<file path="src/hw/rtl/kda_pkg.sv">
// Shared types and constants for the keypad debounce and auto-repeat block.
package kda_pkg;

  localparam int unsigned KEY_W       = 8;
  localparam int unsigned PERIOD_W    = 8;
  localparam int unsigned CFG_IDX_W   = 3;
  localparam int unsigned CFG_DATA_W  = 8;
  localparam int unsigned SLOW_CNT_W  = 3;

  localparam logic [SLOW_CNT_W-1:0] SLOW_REPEAT_COUNT = 3'd5;

  localparam logic [PERIOD_W-1:0] SLOW_PERIOD_RST = 8'd10;
  localparam logic [PERIOD_W-1:0] FAST_PERIOD_RST = 8'd3;
  localparam logic [KEY_W-1:0]    IDLE_CODE_RST   = 8'd255;

  localparam logic [CFG_IDX_W-1:0] CFG_IDX_HREP_EN   = 3'd0;
  localparam logic [CFG_IDX_W-1:0] CFG_IDX_VREP_EN   = 3'd1;
  localparam logic [CFG_IDX_W-1:0] CFG_IDX_SLOW_PER  = 3'd2;
  localparam logic [CFG_IDX_W-1:0] CFG_IDX_FAST_PER  = 3'd3;
  localparam logic [CFG_IDX_W-1:0] CFG_IDX_IDLE_CODE = 3'd4;

  typedef enum logic [1:0] {
    KEY_CLASS_NONE   = 2'd0,
    KEY_CLASS_HORIZ  = 2'd1,
    KEY_CLASS_VERT   = 2'd2,
    KEY_CLASS_SINGLE = 2'd3
  } key_class_t;

  typedef struct packed {
    logic [KEY_W-1:0] key_code;
    logic [1:0]       key_class;
    logic             read_error;
  } kda_in_t;

  typedef struct packed {
    logic             key_ready;
    logic [KEY_W-1:0] command_code;
    logic             escape_timer_clear;
  } kda_out_t;

  typedef struct packed {
    logic                horizontal_repeat_enable;
    logic                vertical_repeat_enable;
    logic [PERIOD_W-1:0] slow_repeat_period;
    logic [PERIOD_W-1:0] fast_repeat_period;
    logic [KEY_W-1:0]    idle_key_code;
  } kda_cfg_t;

endpackage

</file>
<file path="src/hw/rtl/kda_cfg_regs.sv">
// Configuration register file written through the plain write port.
module kda_cfg_regs
  import kda_pkg::*;
(
  input  logic                  clk,
  input  logic                  rst_n,
  input  logic                  cfg_we,
  input  logic [CFG_IDX_W-1:0]  cfg_index,
  input  logic [CFG_DATA_W-1:0] cfg_wdata,
  output kda_cfg_t              cfg
);

  kda_cfg_t cfg_r;
  kda_cfg_t cfg_nxt;

  always_comb begin
    cfg_nxt = cfg_r;
    if (cfg_we) begin
      case (cfg_index)
        CFG_IDX_HREP_EN:   cfg_nxt.horizontal_repeat_enable = cfg_wdata[0];
        CFG_IDX_VREP_EN:   cfg_nxt.vertical_repeat_enable   = cfg_wdata[0];
        CFG_IDX_SLOW_PER:  cfg_nxt.slow_repeat_period       = cfg_wdata[PERIOD_W-1:0];
        CFG_IDX_FAST_PER:  cfg_nxt.fast_repeat_period       = cfg_wdata[PERIOD_W-1:0];
        CFG_IDX_IDLE_CODE: cfg_nxt.idle_key_code            = cfg_wdata[KEY_W-1:0];
        default: ;
      endcase
    end
  end

  always_ff @(posedge clk) begin
    if (!rst_n) begin
      cfg_r.horizontal_repeat_enable <= 1'b0;
      cfg_r.vertical_repeat_enable   <= 1'b0;
      cfg_r.slow_repeat_period       <= SLOW_PERIOD_RST;
      cfg_r.fast_repeat_period       <= FAST_PERIOD_RST;
      cfg_r.idle_key_code            <= IDLE_CODE_RST;
    end else begin
      cfg_r <= cfg_nxt;
    end
  end

  assign cfg = cfg_r;

endmodule

</file>
<file path="src/hw/rtl/kda_core.sv">
// Debounce and auto-repeat state with the per-scan next-state logic.
module kda_core
  import kda_pkg::*;
(
  input  logic     clk,
  input  logic     rst_n,
  input  logic     step_en,
  input  kda_in_t  item,
  input  kda_cfg_t cfg,
  output kda_out_t res
);

  logic                  accept_enabled_r, accept_enabled_nxt;
  logic                  repeating_r, repeating_nxt;
  logic [KEY_W-1:0]      previous_key_r, previous_key_nxt;
  logic [PERIOD_W-1:0]   countdown_r, countdown_nxt;
  logic [SLOW_CNT_W-1:0] slow_left_r, slow_left_nxt;
  logic [KEY_W-1:0]      last_command_r, last_command_nxt;
  logic                  ready;
  logic                  esc;
  logic                  axis_en;

  always_comb begin
    accept_enabled_nxt = accept_enabled_r;
    repeating_nxt      = repeating_r;
    previous_key_nxt   = previous_key_r;
    countdown_nxt      = countdown_r;
    slow_left_nxt      = slow_left_r;
    last_command_nxt   = last_command_r;
    ready              = 1'b0;
    esc                = 1'b0;
    axis_en            = (item.key_class == KEY_CLASS_HORIZ) ?
                         cfg.horizontal_repeat_enable : cfg.vertical_repeat_enable;

    if (!item.read_error) begin
      if (accept_enabled_r) begin
        if (repeating_r) begin
          if (item.key_code == previous_key_r) begin
            if (countdown_r == '0) begin
              last_command_nxt = item.key_code;
              ready            = 1'b1;
              if (slow_left_r != '0) begin
                slow_left_nxt = slow_left_r - 1'b1;
                countdown_nxt = cfg.slow_repeat_period;
              end else begin
                countdown_nxt = cfg.fast_repeat_period;
              end
            end else begin
              countdown_nxt = countdown_r - 1'b1;
            end
          end else begin
            repeating_nxt = 1'b0;
          end
        end else if (item.key_code != cfg.idle_key_code) begin
          if (item.key_code == previous_key_r) begin
            esc = 1'b1;
            case (item.key_class)
              KEY_CLASS_HORIZ, KEY_CLASS_VERT: begin
                if (axis_en) begin
                  repeating_nxt = 1'b1;
                end else begin
                  accept_enabled_nxt = 1'b0;
                end
                slow_left_nxt    = SLOW_REPEAT_COUNT;
                countdown_nxt    = cfg.slow_repeat_period;
                last_command_nxt = item.key_code;
                ready            = 1'b1;
              end
              KEY_CLASS_SINGLE: begin
                accept_enabled_nxt = 1'b0;
                last_command_nxt   = item.key_code;
                ready              = 1'b1;
              end
              default: ;
            endcase
          end else begin
            previous_key_nxt = item.key_code;
          end
        end else begin
          previous_key_nxt = cfg.idle_key_code;
        end
      end else if (item.key_code == cfg.idle_key_code) begin
        accept_enabled_nxt = 1'b1;
        last_command_nxt   = cfg.idle_key_code;
        previous_key_nxt   = cfg.idle_key_code;
        repeating_nxt      = 1'b0;
      end
    end
  end

  always_ff @(posedge clk) begin
    if (!rst_n) begin
      accept_enabled_r <= 1'b0;
      repeating_r      <= 1'b0;
      previous_key_r   <= '0;
      countdown_r      <= '0;
      slow_left_r      <= '0;
      last_command_r   <= '0;
    end else if (step_en) begin
      accept_enabled_r <= accept_enabled_nxt;
      repeating_r      <= repeating_nxt;
      previous_key_r   <= previous_key_nxt;
      countdown_r      <= countdown_nxt;
      slow_left_r      <= slow_left_nxt;
      last_command_r   <= last_command_nxt;
    end
  end

  assign res.key_ready          = ready;
  assign res.command_code       = last_command_nxt;
  assign res.escape_timer_clear = esc;

  a_ready_carries_code: assert property (@(posedge clk) disable iff (!rst_n)
    step_en && res.key_ready |-> res.command_code == item.key_code)
    else $error("issued command differs from scanned key code");

  a_slow_left_bound: assert property (@(posedge clk) disable iff (!rst_n)
    slow_left_r <= SLOW_REPEAT_COUNT)
    else $error("slow repeat count out of range");

  a_repeat_needs_accept: assert property (@(posedge clk) disable iff (!rst_n)
    repeating_r |-> accept_enabled_r)
    else $error("repeating while acceptance is off");

endmodule

</file>
<file path="src/hw/rtl/key_debounce_autorepeat.sv">
// Keypad debounce and auto-repeat block: input register, scan logic, result register.
//
// Each input beat is one completed keypad scan (key code, key class, read
// error). Each scan produces exactly one result beat carrying key_ready,
// command_code and escape_timer_clear, in scan order.
// Both channels use valid and stall; a beat moves when valid is high and
// stall is low. An accepted scan sits in the input register while the scan
// logic runs on it, and the result register loads the result when it is
// free to take a beat. One scan is accepted per cycle while the receiver
// does not stall; the rate is set by the single pass through the state
// update logic between the input and result registers.
// When the receiver stalls, the result register holds its beat and one
// further scan can still be taken into the input register before in_stall
// rises.
// Configuration registers are written through cfg_we, cfg_index and
// cfg_wdata; the user must do so only while no scan is in flight, which
// the block does not enforce. The synchronous reset empties both registers,
// waits for a key release and restores the register defaults.
module key_debounce_autorepeat
  import kda_pkg::*;
(
  input  logic                  clk,
  input  logic                  rst_n,
  input  logic                  in_valid,
  output logic                  in_stall,
  input  kda_in_t               in_data,
  output logic                  out_valid,
  input  logic                  out_stall,
  output kda_out_t              out_data,
  input  logic                  cfg_we,
  input  logic [CFG_IDX_W-1:0]  cfg_index,
  input  logic [CFG_DATA_W-1:0] cfg_wdata
);

  kda_cfg_t cfg;
  kda_in_t  in_data_r;
  logic     in_valid_r;
  kda_out_t res;
  kda_out_t out_data_r;
  logic     out_valid_r;
  logic     out_free;
  logic     advance;

  assign out_free = !out_valid_r || !out_stall;
  assign advance  = in_valid_r && out_free;
  assign in_stall = in_valid_r && !out_free;

  kda_cfg_regs u_cfg (
    .clk       (clk),
    .rst_n     (rst_n),
    .cfg_we    (cfg_we),
    .cfg_index (cfg_index),
    .cfg_wdata (cfg_wdata),
    .cfg       (cfg)
  );

  kda_core u_core (
    .clk     (clk),
    .rst_n   (rst_n),
    .step_en (advance),
    .item    (in_data_r),
    .cfg     (cfg),
    .res     (res)
  );

  always_ff @(posedge clk) begin
    if (!rst_n) begin
      in_valid_r <= 1'b0;
    end else if (!in_stall) begin
      in_valid_r <= in_valid;
    end
  end

  always_ff @(posedge clk) begin
    if (!in_stall && in_valid) begin
      in_data_r <= in_data;
    end
  end

  always_ff @(posedge clk) begin
    if (!rst_n) begin
      out_valid_r <= 1'b0;
    end else if (out_free) begin
      out_valid_r <= in_valid_r;
    end
  end

  always_ff @(posedge clk) begin
    if (advance) begin
      out_data_r <= res;
    end
  end

  assign out_valid = out_valid_r;
  assign out_data  = out_data_r;

  a_advance_fills_out: assert property (@(posedge clk) disable iff (!rst_n)
    advance |=> out_valid_r)
    else $error("scan result lost after the scan logic ran");

endmodule

</file>
<file path="config.mk">
export PLATFORM = sky130hd
export DESIGN_NAME = key_debounce_autorepeat
export DESIGN_NICKNAME = d
export VERILOG_FILES = /design/src/hw/rtl/kda_pkg.sv /design/src/hw/rtl/kda_cfg_regs.sv /design/src/hw/rtl/kda_core.sv /design/src/hw/rtl/key_debounce_autorepeat.sv
export SDC_FILE = /design/constraint.sdc
export NUM_CORES = 1
export LEC_CHECK = 0
export ABC_AREA = 0
export BUFFER_PORTS_ARGS = -buffer_cell sky130_fd_sc_hd__buf_2
export CAP_MARGIN = 25
export CELL_PAD_IN_SITES_DETAIL_PLACEMENT = 1
export CELL_PAD_IN_SITES_GLOBAL_PLACEMENT = 1
export CORE_ASPECT_RATIO = 1.5
export CORE_MARGIN = 8
export CORE_UTILIZATION = 35
export DETAILED_ROUTE_END_ITERATION = 16
export PLACE_DENSITY_LB_ADDON = 0.05
export SYNTH_ARGS = -nofsm -noshare
export SYNTH_HDL_FRONTEND = slang
export SYNTH_HIERARCHICAL = 1
export SYNTH_SLANG_ARGS = --single-unit
</file>
<file path="constraint.sdc">
create_clock -name clk -period 3 [get_ports clk]
set_input_delay 0.45 -clock clk [delete_from_list [all_inputs] [get_ports clk]]
set_output_delay 0.45 -clock clk [all_outputs]
set_load 0.05 [all_outputs]
</file>
==> results of run 1 <==
==> kinds of logic after synthesis <==
| family | after synthesis | synth area share (%) |
|---|---|---|
| XOR/XNOR | 19 | 4.07 |
| buffers and inverters | 39 | 4.19 |
| multiplexers | 37 | 9.09 |
| flip-flops | 78 | 43.4 |
| AND/OR/NAND/NOR | 154 | 20.2 |
| AO/OA/AOI/OAI | 92 | 17.6 |
| adder cells (fa/ha/maj) | 5 | 1.53 |
==> area by class of cell <==
| class | instances | area (µm²) |
|---|---|---|
| clock inverter | 5 | 80.1 |
| sequential | 78 | 1770 |
| timing repair buffer | 62 | 370 |
| multi-input combinational | 307 | 2140 |
| fill | 1335 | 6630 |
| clock buffer | 11 | 243 |
| tap | 150 | 188 |
| inverter | 13 | 48.8 |
==> state kept, by name, indices dropped and copies added, names as in the netlist <==
| signal | cells |
|---|---|
| in_data_r | 11 |
| u_core/last_command_r | 8 |
| u_core/slow_left_r | 3 |
| u_core/countdown_r | 8 |
| u_core/repeating_r | 1 |
| u_cfg/cfg | 26 |
| u_core/accept_enabled_r | 1 |
| out_valid | 1 |
| in_valid_r | 1 |
| out_data | 10 |
| u_core/previous_key_r | 8 |
==> synthesized netlist by cell type, drive strengths merged, types with 2 or more instances <==
master	number	area (µm²)
buf	7	48.8
mux2i	36	360
and4bb	3	37.5
a31oi	7	43.8
a22oi	3	22.5
inv	13	48.8
nor4	4	25.0
clkbuf	19	73.8
nor2	32	120
nand4	5	31.3
nand4b	2	17.5
o32ai	2	17.5
ha	5	62.6
nand4bb	2	22.5
nand2b	4	25.0
o221ai	4	35.0
a211oi	11	82.6
nand2	43	161
xnor2	10	87.6
a41o	2	20.0
xor2	9	78.8
o31ai	2	15.0
o21a	2	15.0
or2	2	12.5
nand3	12	60.1
nor2b	25	156
dfxtp	57	1140
o32a	6	60.1
o21ai	11	55.1
a2111oi	2	17.5
edfxtp	21	631
nor3	10	50.1
a21boi	2	15.0
a21oi	17	85.1
o221a	13	146
nor4b	2	32.5
==> path summary, 6_finish.rpt <==
check                                     end  cells after the start                  start
worst max-delay path              out_data[1]                      6  u_core/countdown_r[2]
worst min-delay path             in_data_r[6]                      1             in_data[6]
worst max register to register    out_data[1]                      6  u_core/countdown_r[2]
worst min register to register  u_cfg/cfg[24]                      2          u_cfg/cfg[24]
==> per-stage QoR <==
stage | setup WS [ns] | utilization [%]
5_1_grt | 0.223 | 42.2
2_1_floorplan | 0.0454 | -
3_3_place_gp | 0.403 | 39.4
6_report | 0.368 | 42.2
4_1_cts | 0.378 | 42.2
3_5_place_dp | 0.381 | 39.4
==> per-layer routing <==
metal / vias up / global-route usage, % / routed length, µm
li1: 1656 / - / -
met1: 1697 / 18.6 / 5230
met2: 69 / 34.6 / 7440
met3: 21 / 2.94 / 363
met4: 0 / 7.42 / 291
met5: - / 0 / 0
==> placed cells by master (no fill, tap or decap), drive strengths merged, types with 2 or more instances in the layout <==
| cell | synthesis | final |
|---|---|---|
| a31oi | 7 | 7 |
| buf | 7 | 62 |
| o221ai | 4 | 4 |
| nor2b | 25 | 25 |
| or2 | 2 | 2 |
| nand2 | 43 | 43 |
| o31ai | 2 | 2 |
| ha | 5 | 5 |
| nor3 | 10 | 10 |
| a2111oi | 2 | 2 |
| nand4b | 2 | 2 |
| dfxtp | 57 | 57 |
| inv | 13 | 15 |
| clkbuf | 19 | 11 |
| a21oi | 17 | 17 |
| mux2i | 36 | 36 |
| nor4b | 2 | 2 |
| nor4 | 4 | 4 |
| nand4 | 5 | 5 |
| xnor2 | 10 | 10 |
| o21a | 2 | 2 |
| edfxtp | 21 | 21 |
| o32ai | 2 | 2 |
| o221a | 13 | 13 |
| a21boi | 2 | 2 |
| nand4bb | 2 | 2 |
| xor2 | 9 | 9 |
| a22oi | 3 | 3 |
| o21ai | 11 | 11 |
| a41o | 2 | 2 |
| nand2b | 4 | 4 |
| bufinv | 0 | 2 |
| nand3 | 12 | 12 |
| nor2 | 32 | 32 |
| o32a | 6 | 6 |
| a211oi | 11 | 11 |
| and4bb | 3 | 3 |
==> power breakdown <==
part / internal [µW] / switching (µW)
logic: 64.4 / 108
clock network: 754 / 446
registers: 1110 / 23.4
==> key figures, run 1 <==
Final layout
  • Nets@finish: 503
  • Area growth syn-to-layout: 18.6%
  • ANT cells: 0
  • Post-Layout Inst Area: 4840 µm²
  • Share of layout cells above drive strength 1: 20.6%
  • Finished Layout Cells: around 630

Place
  • Placed cell area: 4520 µm²
  • Post-DP HPWL: 9930 µm
  • Placed Cells: 610
  • GP Congestion: 0.833
  • PortBufs: 38

Power
  • Total chip power: 2500 µW
  • Pwr/cell area: 516 nW/µm²
  • Lkg Pwr: around 0.0019 µW
  • Worst VDD drop: 281 µV

CTS
  • Max Root-Sink Buffers: 2
  • Cts hold-fix bufs: 0
  • Clk pin slew, worst setup/hold paths: 0.06 ns
  • CTS root buf: clkbuf_16
  • CTS tree: built
  • CTS Buf Count: 9
  • Post-CTS Resized: 0
  • Worst-Skew Late Latency: 0.33 ns
  • Htree depth: 3
  • Post-CTS setup repair buffer count: 0
  • Clock sink total: 78

Critical path
  • Reg2reg setup slack: 0.37 ns
  • Critical-path cell list: or4_4 -> or4b_1 -> o31a_1 -> a311oi_1 -> nand3b_1 -> nand2_1
  • CP max FO: 7
  • Critical path type: flop to flop
  • CP startpoint kind: flop
  • Largest stage delay, worst path: 0.70 ns
  • CP delay by family, top: simple AND/OR/NAND/NOR gates
  • CP arrival: 2.72 ns
  • Crit path buf inv count: 0
  • Required @ worst endpoint: 3.09 ns
  • CP Capture Type: flop
  • Crit-path slowest cell: or4b_1

Drt
  • Post-DRT Antenna Nets: 0
  • DR iter-0 viols: 130
  • DR vias/cell: 5.50
  • Total wire length: 13300 µm
  • DRC: 0
  • Drt pass-1 iters: 4
  • Vias post-DR: 3443
  • Routed WL per cell: 21.3 µm

Floorplan
  • Die height: ~150 µm
  • Initial Util: a little over a third
  • Overall die width: 104 µm
  • Num ports: 39
  • Std cell rows: 48
  • Die area: 15500 µm²
  • Core area: 11500 µm²

Yosys
  • Fraction of registers with async set/reset: 0%
  • Yosys warns: 6
  • Yosys reg bits: 78
  • Synthesized Nets: around 460
  • Register area share after synthesis: a little over two fifths
  • Mean Syn Cell Area: 9.64 µm²
  • Mapped Cells: 424
  • Netlist cell types: 59
  • Top_reg_cell synth: dfxtp_1
  • EDFF count, synth: 21
  • Cell Area, Synth: 4090 µm²

Timing
  • Worst slew pin tran: 0.942 ns
  • Clock period minus worst slack: 2.63 ns
  • F_max: 0.380 GHz
  • Slew margin rel.: 37.1%
  • Fin crit share: 87.7%
  • RSZ-0062 raised after global routing: no
  • Final setup vio count: 0
  • Setup Total Neg Slack: 0 ns
  • Max Slew Vio Count: 0
  • Fin Hold WS: 0.288 ns
  • Final setup skew: between 0.005 and 0.006 ns
  • Final hold violation count: 0

GRT
  • Antenna violations before repair: 0
  • Total Routing Usage GR: 17.9%
  • Global-route wire length before repair: 21500 µm
  • Vias in the first global route: roughly 3800
  • Pin count of the biggest net entering global routing: 44
  • Total congestion overflow: 0

Min path
  • Worst min-delay path class: primary input to flop

Outcome
  • Status: complete, no violations

Job
  • Max_cap viols: 0
Power figures use the tool's default switching activity.
==> inputs of run 2 (changes only) <==
clock period = 2.9 ns   (was 3 ns; I/O delays follow)
==> run 2 against run 1 <==
- sequential power grew 4%
- routed wire length increased by 1.1%
- global-route usage is 0.28 points lower
- clock power fell by 14%
- utilization shrank 0.31 points
- cell count is 0.48% higher
- first-iteration DRC count shrank 18%
- combinational power up 3%
- via count increased by 0.26%
- critical endpoint is now u_core/countdown_r[2]
- largest power group is now registers
==> key figures, run 2 (same netlist as run 1, synthesis figures left out) <==
CTS
  • Post-CTS Resized: 0 (unchanged)
  • Clock sink total: 78 (unchanged)
  • CTS root buf: clkbuf_16
  • Worst-Skew Late Latency: 0.34 ns (about the same)
  • Cts hold-fix bufs: 0 (unchanged)
  • CTS tree: built
  • Clk pin slew, worst setup/hold paths: 0.06 ns (about the same)
  • Post-CTS setup repair buffer count: 0 (unchanged)
  • Max Root-Sink Buffers: 2 (unchanged)
  • Htree depth: 3 (unchanged)
  • CTS Buf Count: 9 (unchanged)

Final layout
  • FF/Latch Area: 1770 µm² (unchanged)
  • Core occupancy in the finished layout: 41.9% (-0.31 points)
  • Max FFs per register: 26 (unchanged)
  • Area growth syn-to-layout: 17.7%
  • Finished Layout Cells: 629 (+0.48%)
  • Multi-input logic area: 2140 µm² (unchanged)
  • Most frequent cells in the layout: dfxtp_1 (57), nand2_1 (43), buf_2 (38)
  • Nets@finish: 506 (+0.60%)
  • ANT cells: 0 (unchanged)
  • Fill cells: 1359 (+1.8%)
  • Most common cell after layout, fill and taps aside: dfxtp_1
  • Share of layout cells above drive strength 1: 20.7% (+0.080 points)

Place
  • Placed Cells: 613 (+0.49%)
  • PortBufs: 38 (unchanged)
  • Post-DP HPWL: 10100 µm (+2.1%)
  • Pre-CTS WS: 0.237 ns (-0.145 ns)
  • GP Congestion: 0.827 (-0.70%)

Power
  • Psw: 597 µW (+3.2%)
  • Lkg Pwr: 0.00183 µW (-1.2%)
  • Clock group share of total power: 43.4% (-4.6 points)
  • Sw frac: 25.1% (+2.0 points)
  • Sequential Power Share: 49.2% (+4.1 points)
  • Pwr/cell area: 495 nW/µm² (-4.2%)
  • Pint: 1780 µW (-7.3%)
  • Worst VDD drop: 303 µV (+7.9%)
  • Logic gate share of total power: 7.5% (+0.6 points)

Timing
  • Final setup vio count: 0 (unchanged)
  • Max Slew Vio Count: 0 (unchanged)
  • Final hold violation count: 0 (unchanged)
  • Setup Total Neg Slack: 0 ns (unchanged)
  • Worst slew pin tran: 0.893 ns (-0.0490 ns)
  • Fin Hold WS: 0.266 ns (-0.0213 ns)
  • F_max: 0.374 GHz (-1.6%)
  • Slew margin rel.: 38.9% (+1.8 points)
  • Final worst slack: 0.224 ns (-0.144 ns)
  • Fin crit share: 92.3% (+4.5 points)
  • Final setup skew: 0.00689 ns (+0.00139 ns)
  • RSZ-0062 raised after global routing: no
  • Clock period minus worst slack: 2.68 ns (+0.0439 ns)

Drt
  • DRC: 0 (unchanged)
  • Drt pass-1 iters: 4 (unchanged)
  • DR iter-0 viols: 106 (-18%)
  • Total wire length: 13500 µm (+1.1%)
  • Post-DRT Antenna Nets: 0 (unchanged)
  • Vias post-DR: 3452 (+0.26%)
  • Routed WL per cell: 21.4 µm (+0.57%)
  • DR vias/cell: 5.49 (-0.22%)

Job
  • Max_cap viols: 0 (unchanged)

GRT
  • Pin count of the biggest net entering global routing: 46 (+4.5%)
  • Global-route wire length before repair: 20700 µm (-3.4%)
  • Vias in the first global route: 3687 (-2.4%)
  • Total Routing Usage GR: 17.7% (-0.28 points)
  • Antenna violations before repair: 0 (unchanged)
  • Total congestion overflow: 0 (unchanged)

Critical path
  • Largest stage delay, worst path: 0.53 ns (-0.17 ns)
  • CP max FO: 8 (+1)
  • CP Capture Type: flop
  • FF-to-FF Start: in_data_r[6]
  • Required @ worst endpoint: 3.09 ns (about the same)
  • Worst Setup SP: in_data_r[6]
  • CP arrival: 2.87 ns (+0.15 ns)
  • Cell repeated most along the worst path: nor2_1
  • Critical path type: flop to flop
  • CP startpoint kind: flop
  • CP delay by family, top: compound AO/OA/AOI/OAI gates
  • Critical-path cell list: xnor2_1 -> nand4_1 -> nor2_1 -> o2111a_1 -> nor2_1 -> a2111oi_0
  • Crit path buf inv count: 0 (unchanged)
  • Crit-path slowest cell: edfxtp_1

Floorplan
  • Initial Util: 35.6% (unchanged)
  • Die height: 148 µm (unchanged)
  • Std cell rows: 48 (unchanged)
  • Num ports: 39 (unchanged)
  • Die area: 15500 µm² (unchanged)
  • Overall die width: 104 µm (unchanged)
  • Core area: 11500 µm² (unchanged)

Min path
  • HP Start: in_data[7]
  • Worst min-delay path class: primary input to flop

Outcome
  • Status: complete, no violations
-- run 2: cell count changes in the layout (fill, tap and decap cells not counted) --
cell	change
buf_4	+3
bufinv_16	-2
clkinv_1	+3
inv_4	-1
clkinvlp_4	+2
clkbuf_1	-1
clkbuf_8	-1
-- run 2: metrics by stage --
stage	cell area (µm²)	power, µW
detailed placement	4540	1380
finish	4810	2380
global placement	4540	1370
floorplan	4090	1290
global route	4810	2470
CTS	4810	2420
-- run 2: power groups by stage --
stage	registers (µW)	logic, µW	clock network [µW]
2_1_floorplan	1210	86.2	0
3_3_place_gp	1190	178	0
3_5_place_dp	1200	181	0
4_1_cts	1170	182	1060
5_1_grt	1170	193	1110
6_report	1170	178	1030
-- run 2: final timing paths --
check                                              to  slack (ns)  depth (start not counted)
worst max-delay path            u_core/countdown_r[2]        0.22                          6
worst min-delay path                     in_data_r[7]        0.27                          1
worst max register to register  u_core/countdown_r[2]        0.22                          6
worst min register to register          u_cfg/cfg[25]        0.46                          2
-- run 2: worst register-to-register path: cells and delay by family, from the launching register on --
| kind | cells | cell delay (ns) |
|---|---|---|
| compound gates | 2 | 0.97 |
| flops | 1 | 0.53 |
| simple gates | 3 | 0.81 |
| xor+xnor | 1 | 0.21 |
-- run 2: area by class of cell --
cell class	count	share of cell area (%)
Multi-Input combinational cell	307	44.6
Sequential cell	78	36.8
Timing Repair Buffer	65	8.17
Clock buffer	9	4.68
Tap cell	150	3.90
Inverter	13	1.01
Clock inverter	7	0.832
-- run 2: metal layers --
metal | vias up | GRT usage [%] | part of all wire (%)
met5 | - | 0 | 0
met4 | 0 | 8.36 | 2.8
met3 | 21 | 3.20 | 2.3
met2 | 50 | 34.5 | 56
met1 | 1719 | 17.4 | 39
li1 | 1662 | - | -
==> inputs of run 3 (changes only) <==
CELL_PAD_IN_SITES_DETAIL_PLACEMENT = unset   (was 1)
CELL_PAD_IN_SITES_GLOBAL_PLACEMENT = unset   (was 1)
GPL_TIMING_DRIVEN = 0   (was unset)
MAX_ROUTING_LAYER = met4   (was unset)
==> run 3 against run 2 <==
- worst hold slack gained 0.00054 ns
- total power grew 9.1%
- die area is the same
- global-route usage shrank 0.88 points
==> key figures, run 3 (same netlist as run 1, synthesis figures left out) <==
Outcome
  • Status: complete, no violations

Timing
  • Final hold violation count: 0 (unchanged)
  • RSZ-0062 raised after global routing: no
  • Clock period minus worst slack: 2.74 ns (+0.0627 ns)
  • Setup Total Neg Slack: 0 ns (unchanged)
  • Worst slew pin tran: 0.902 ns (+0.00865 ns)
  • Final setup skew: 0.00784 ns (+0.000948 ns)
  • Slew margin rel.: 39.7% (+0.84 points)
  • Max Slew Vio Count: 0 (unchanged)
  • Final worst slack: 0.162 ns (-0.0627 ns)
  • F_max: 0.365 GHz (-2.3%)
  • Final setup vio count: 0 (unchanged)
  • Fin crit share: 94.4% (+2.2 points)

Floorplan
  • Overall die width: 104 µm (unchanged)
  • Core area: 11500 µm² (unchanged)
  • Die height: 148 µm (unchanged)
  • Num ports: 39 (unchanged)
  • Std cell rows: 48 (unchanged)
  • Die area: 15500 µm² (unchanged)
  • Initial Util: 35.6% (unchanged)

Min path
  • Worst min-delay path class: primary input to flop
  • HP Start: in_data[5]

GRT
  • Pin count of the biggest net entering global routing: 16 (-65%)
  • Vias in the first global route: 3519 (-4.6%)
  • Global-route wire length before repair: 19500 µm (-6.1%)
  • Total congestion overflow: 0 (unchanged)
  • Total Routing Usage GR: 16.8% (-0.88 points)
  • Antenna violations before repair: 0 (unchanged)

Drt
  • Vias post-DR: 3397 (-1.6%)
  • DR vias/cell: 5.42 (-1.3%)
  • DR iter-0 viols: 130 (+23%)
  • Routed WL per cell: 19.7 µm (-8.1%)
  • Drt pass-1 iters: 4 (unchanged)
  • DRC: 0 (unchanged)
  • Post-DRT Antenna Nets: 0 (unchanged)
  • Total wire length: 12300 µm (-8.3%)

Critical path
  • CP Capture Type: flop
  • Crit-path slowest cell: a221oi_4
  • Required @ worst endpoint: 3.15 ns (+0.06 ns)
  • CP startpoint kind: flop
  • Largest stage delay, worst path: 0.52 ns (about the same)
  • CP max FO: 10 (+2)
  • FF-to-FF Start: in_data_r[3]
  • Critical path type: flop to flop
  • CP arrival: 2.98 ns (+0.11 ns)
  • Worst Setup SP: in_data_r[3]
  • Critical-path cell list: xor2_1 -> nor4_2 -> nand2_1 -> a221oi_4 -> buf_4 -> nor2_1 -> a211oi_1

CTS
  • Htree depth: 3 (unchanged)
  • Max Root-Sink Buffers: 2 (unchanged)
  • Worst-Skew Late Latency: 0.34 ns (about the same)
  • Post-CTS setup repair buffer count: 0 (unchanged)
  • CTS tree: built
  • Clock sink total: 78 (unchanged)
  • CTS Buf Count: 9 (unchanged)
  • Cts hold-fix bufs: 0 (unchanged)
  • CTS root buf: clkbuf_16
  • Clk pin slew, worst setup/hold paths: 0.06 ns (about the same)

Place
  • Pre-CTS WS: -0.210 ns (-0.446 ns)
  • PortBufs: 38 (unchanged)
  • Post-DP HPWL: 9150 µm (-9.8%)
  • GP Congestion: 0.890 (+7.6%)
  • Placed cell area: 4470 µm² (-1.7%)

Final layout
  • ANT cells: 0 (unchanged)
  • Most common cell after layout, fill and taps aside: dfxtp_1
  • Post-Layout Inst Area: 4840 µm² (+0.55%)
  • Nets@finish: 504 (-0.40%)
  • Share of layout cells above drive strength 1: 18.7% (-2.0 points)
  • Area growth syn-to-layout: 18.3%
  • Most frequent cells in the layout: dfxtp_1 (57), nand2_1 (43), buf_2 (41)
  • Max FFs per register: 26 (unchanged)

Job
  • Max_cap viols: 0 (unchanged)

Power
  • Worst VDD drop: 294 µV (-2.9%)
  • Lkg Pwr: 0.00182 µW (-0.98%)
  • Pwr/cell area: 537 nW/µm² (+8.5%)
-- run 3: final timing paths --
| check | cells after the start | to | slack, ns |
|---|---|---|---|
| worst min register to register | 2 | u_cfg/cfg[23] | 0.48 |
| worst max register to register | 7 | u_core/previous_key_r[3] | 0.16 |
| worst max-delay path | 7 | u_core/previous_key_r[3] | 0.16 |
| worst min-delay path | 1 | in_data_r[5] | 0.27 |
-- run 3: power breakdown --
group          switching [µW]  internal, µW
Sequential               31.9          1140
Combinational             104          62.7
Clock                     456           798
-- run 3: timing repair --
item,4_1_cts,5_1_grt
setup endpoints to repair,9,22
gates resized for setup,2,4
endpoints found under the hold margin,0,0
-- run 3: routing by layer --
| metal | GRT usage, % | part of all wire (%) | vias to the layer above |
|---|---|---|---|
| met5 | - | 0 | - |
| met4 | 8.29 | 2.7 | 0 |
| met3 | 2.51 | 2.7 | 20 |
| met2 | 31.3 | 56 | 76 |
| met1 | 16.7 | 39 | 1634 |
| li1 | - | - | 1667 |
-- run 3: worst max-delay path: cells and delay by family, from the launching register on --
| kind | cells | cell delay (ns) |
|---|---|---|
| AO/OA/AOI/OAI | 2 | 0.75 |
| XOR/XNOR | 1 | 0.22 |
| AND/OR/NAND/NOR | 3 | 0.90 |
| buffers and inverters | 1 | 0.26 |
| flip-flops | 1 | 0.51 |
-- run 3: per-stage QoR --
stage / util (%) / hold slack [ns] / std cells / total power, µW
2_1_floorplan: - / 0.431 / 424 / 1290
3_3_place_gp: 38.9 / 0.459 / 612 / 1360
3_5_place_dp: 39.0 / 0.465 / 612 / 1360
4_1_cts: 42.0 / 0.254 / 628 / 2630
5_1_grt: 42.2 / 0.253 / 627 / 2690
6_report: 42.2 / 0.267 / 627 / 2600
-- run 3: final cells by class --
type / count / area (µm²)
clock inverters: 3 / 47.5
fillers: 1164 / 6640
inverters: 13 / 48.8
flip-flops and latches: 78 / 1770
clock buffers: 13 / 293
plain buffers: 25 / 119
multi-input cells: 307 / 2180
well taps: 150 / 188
repair buffers: 38 / 190
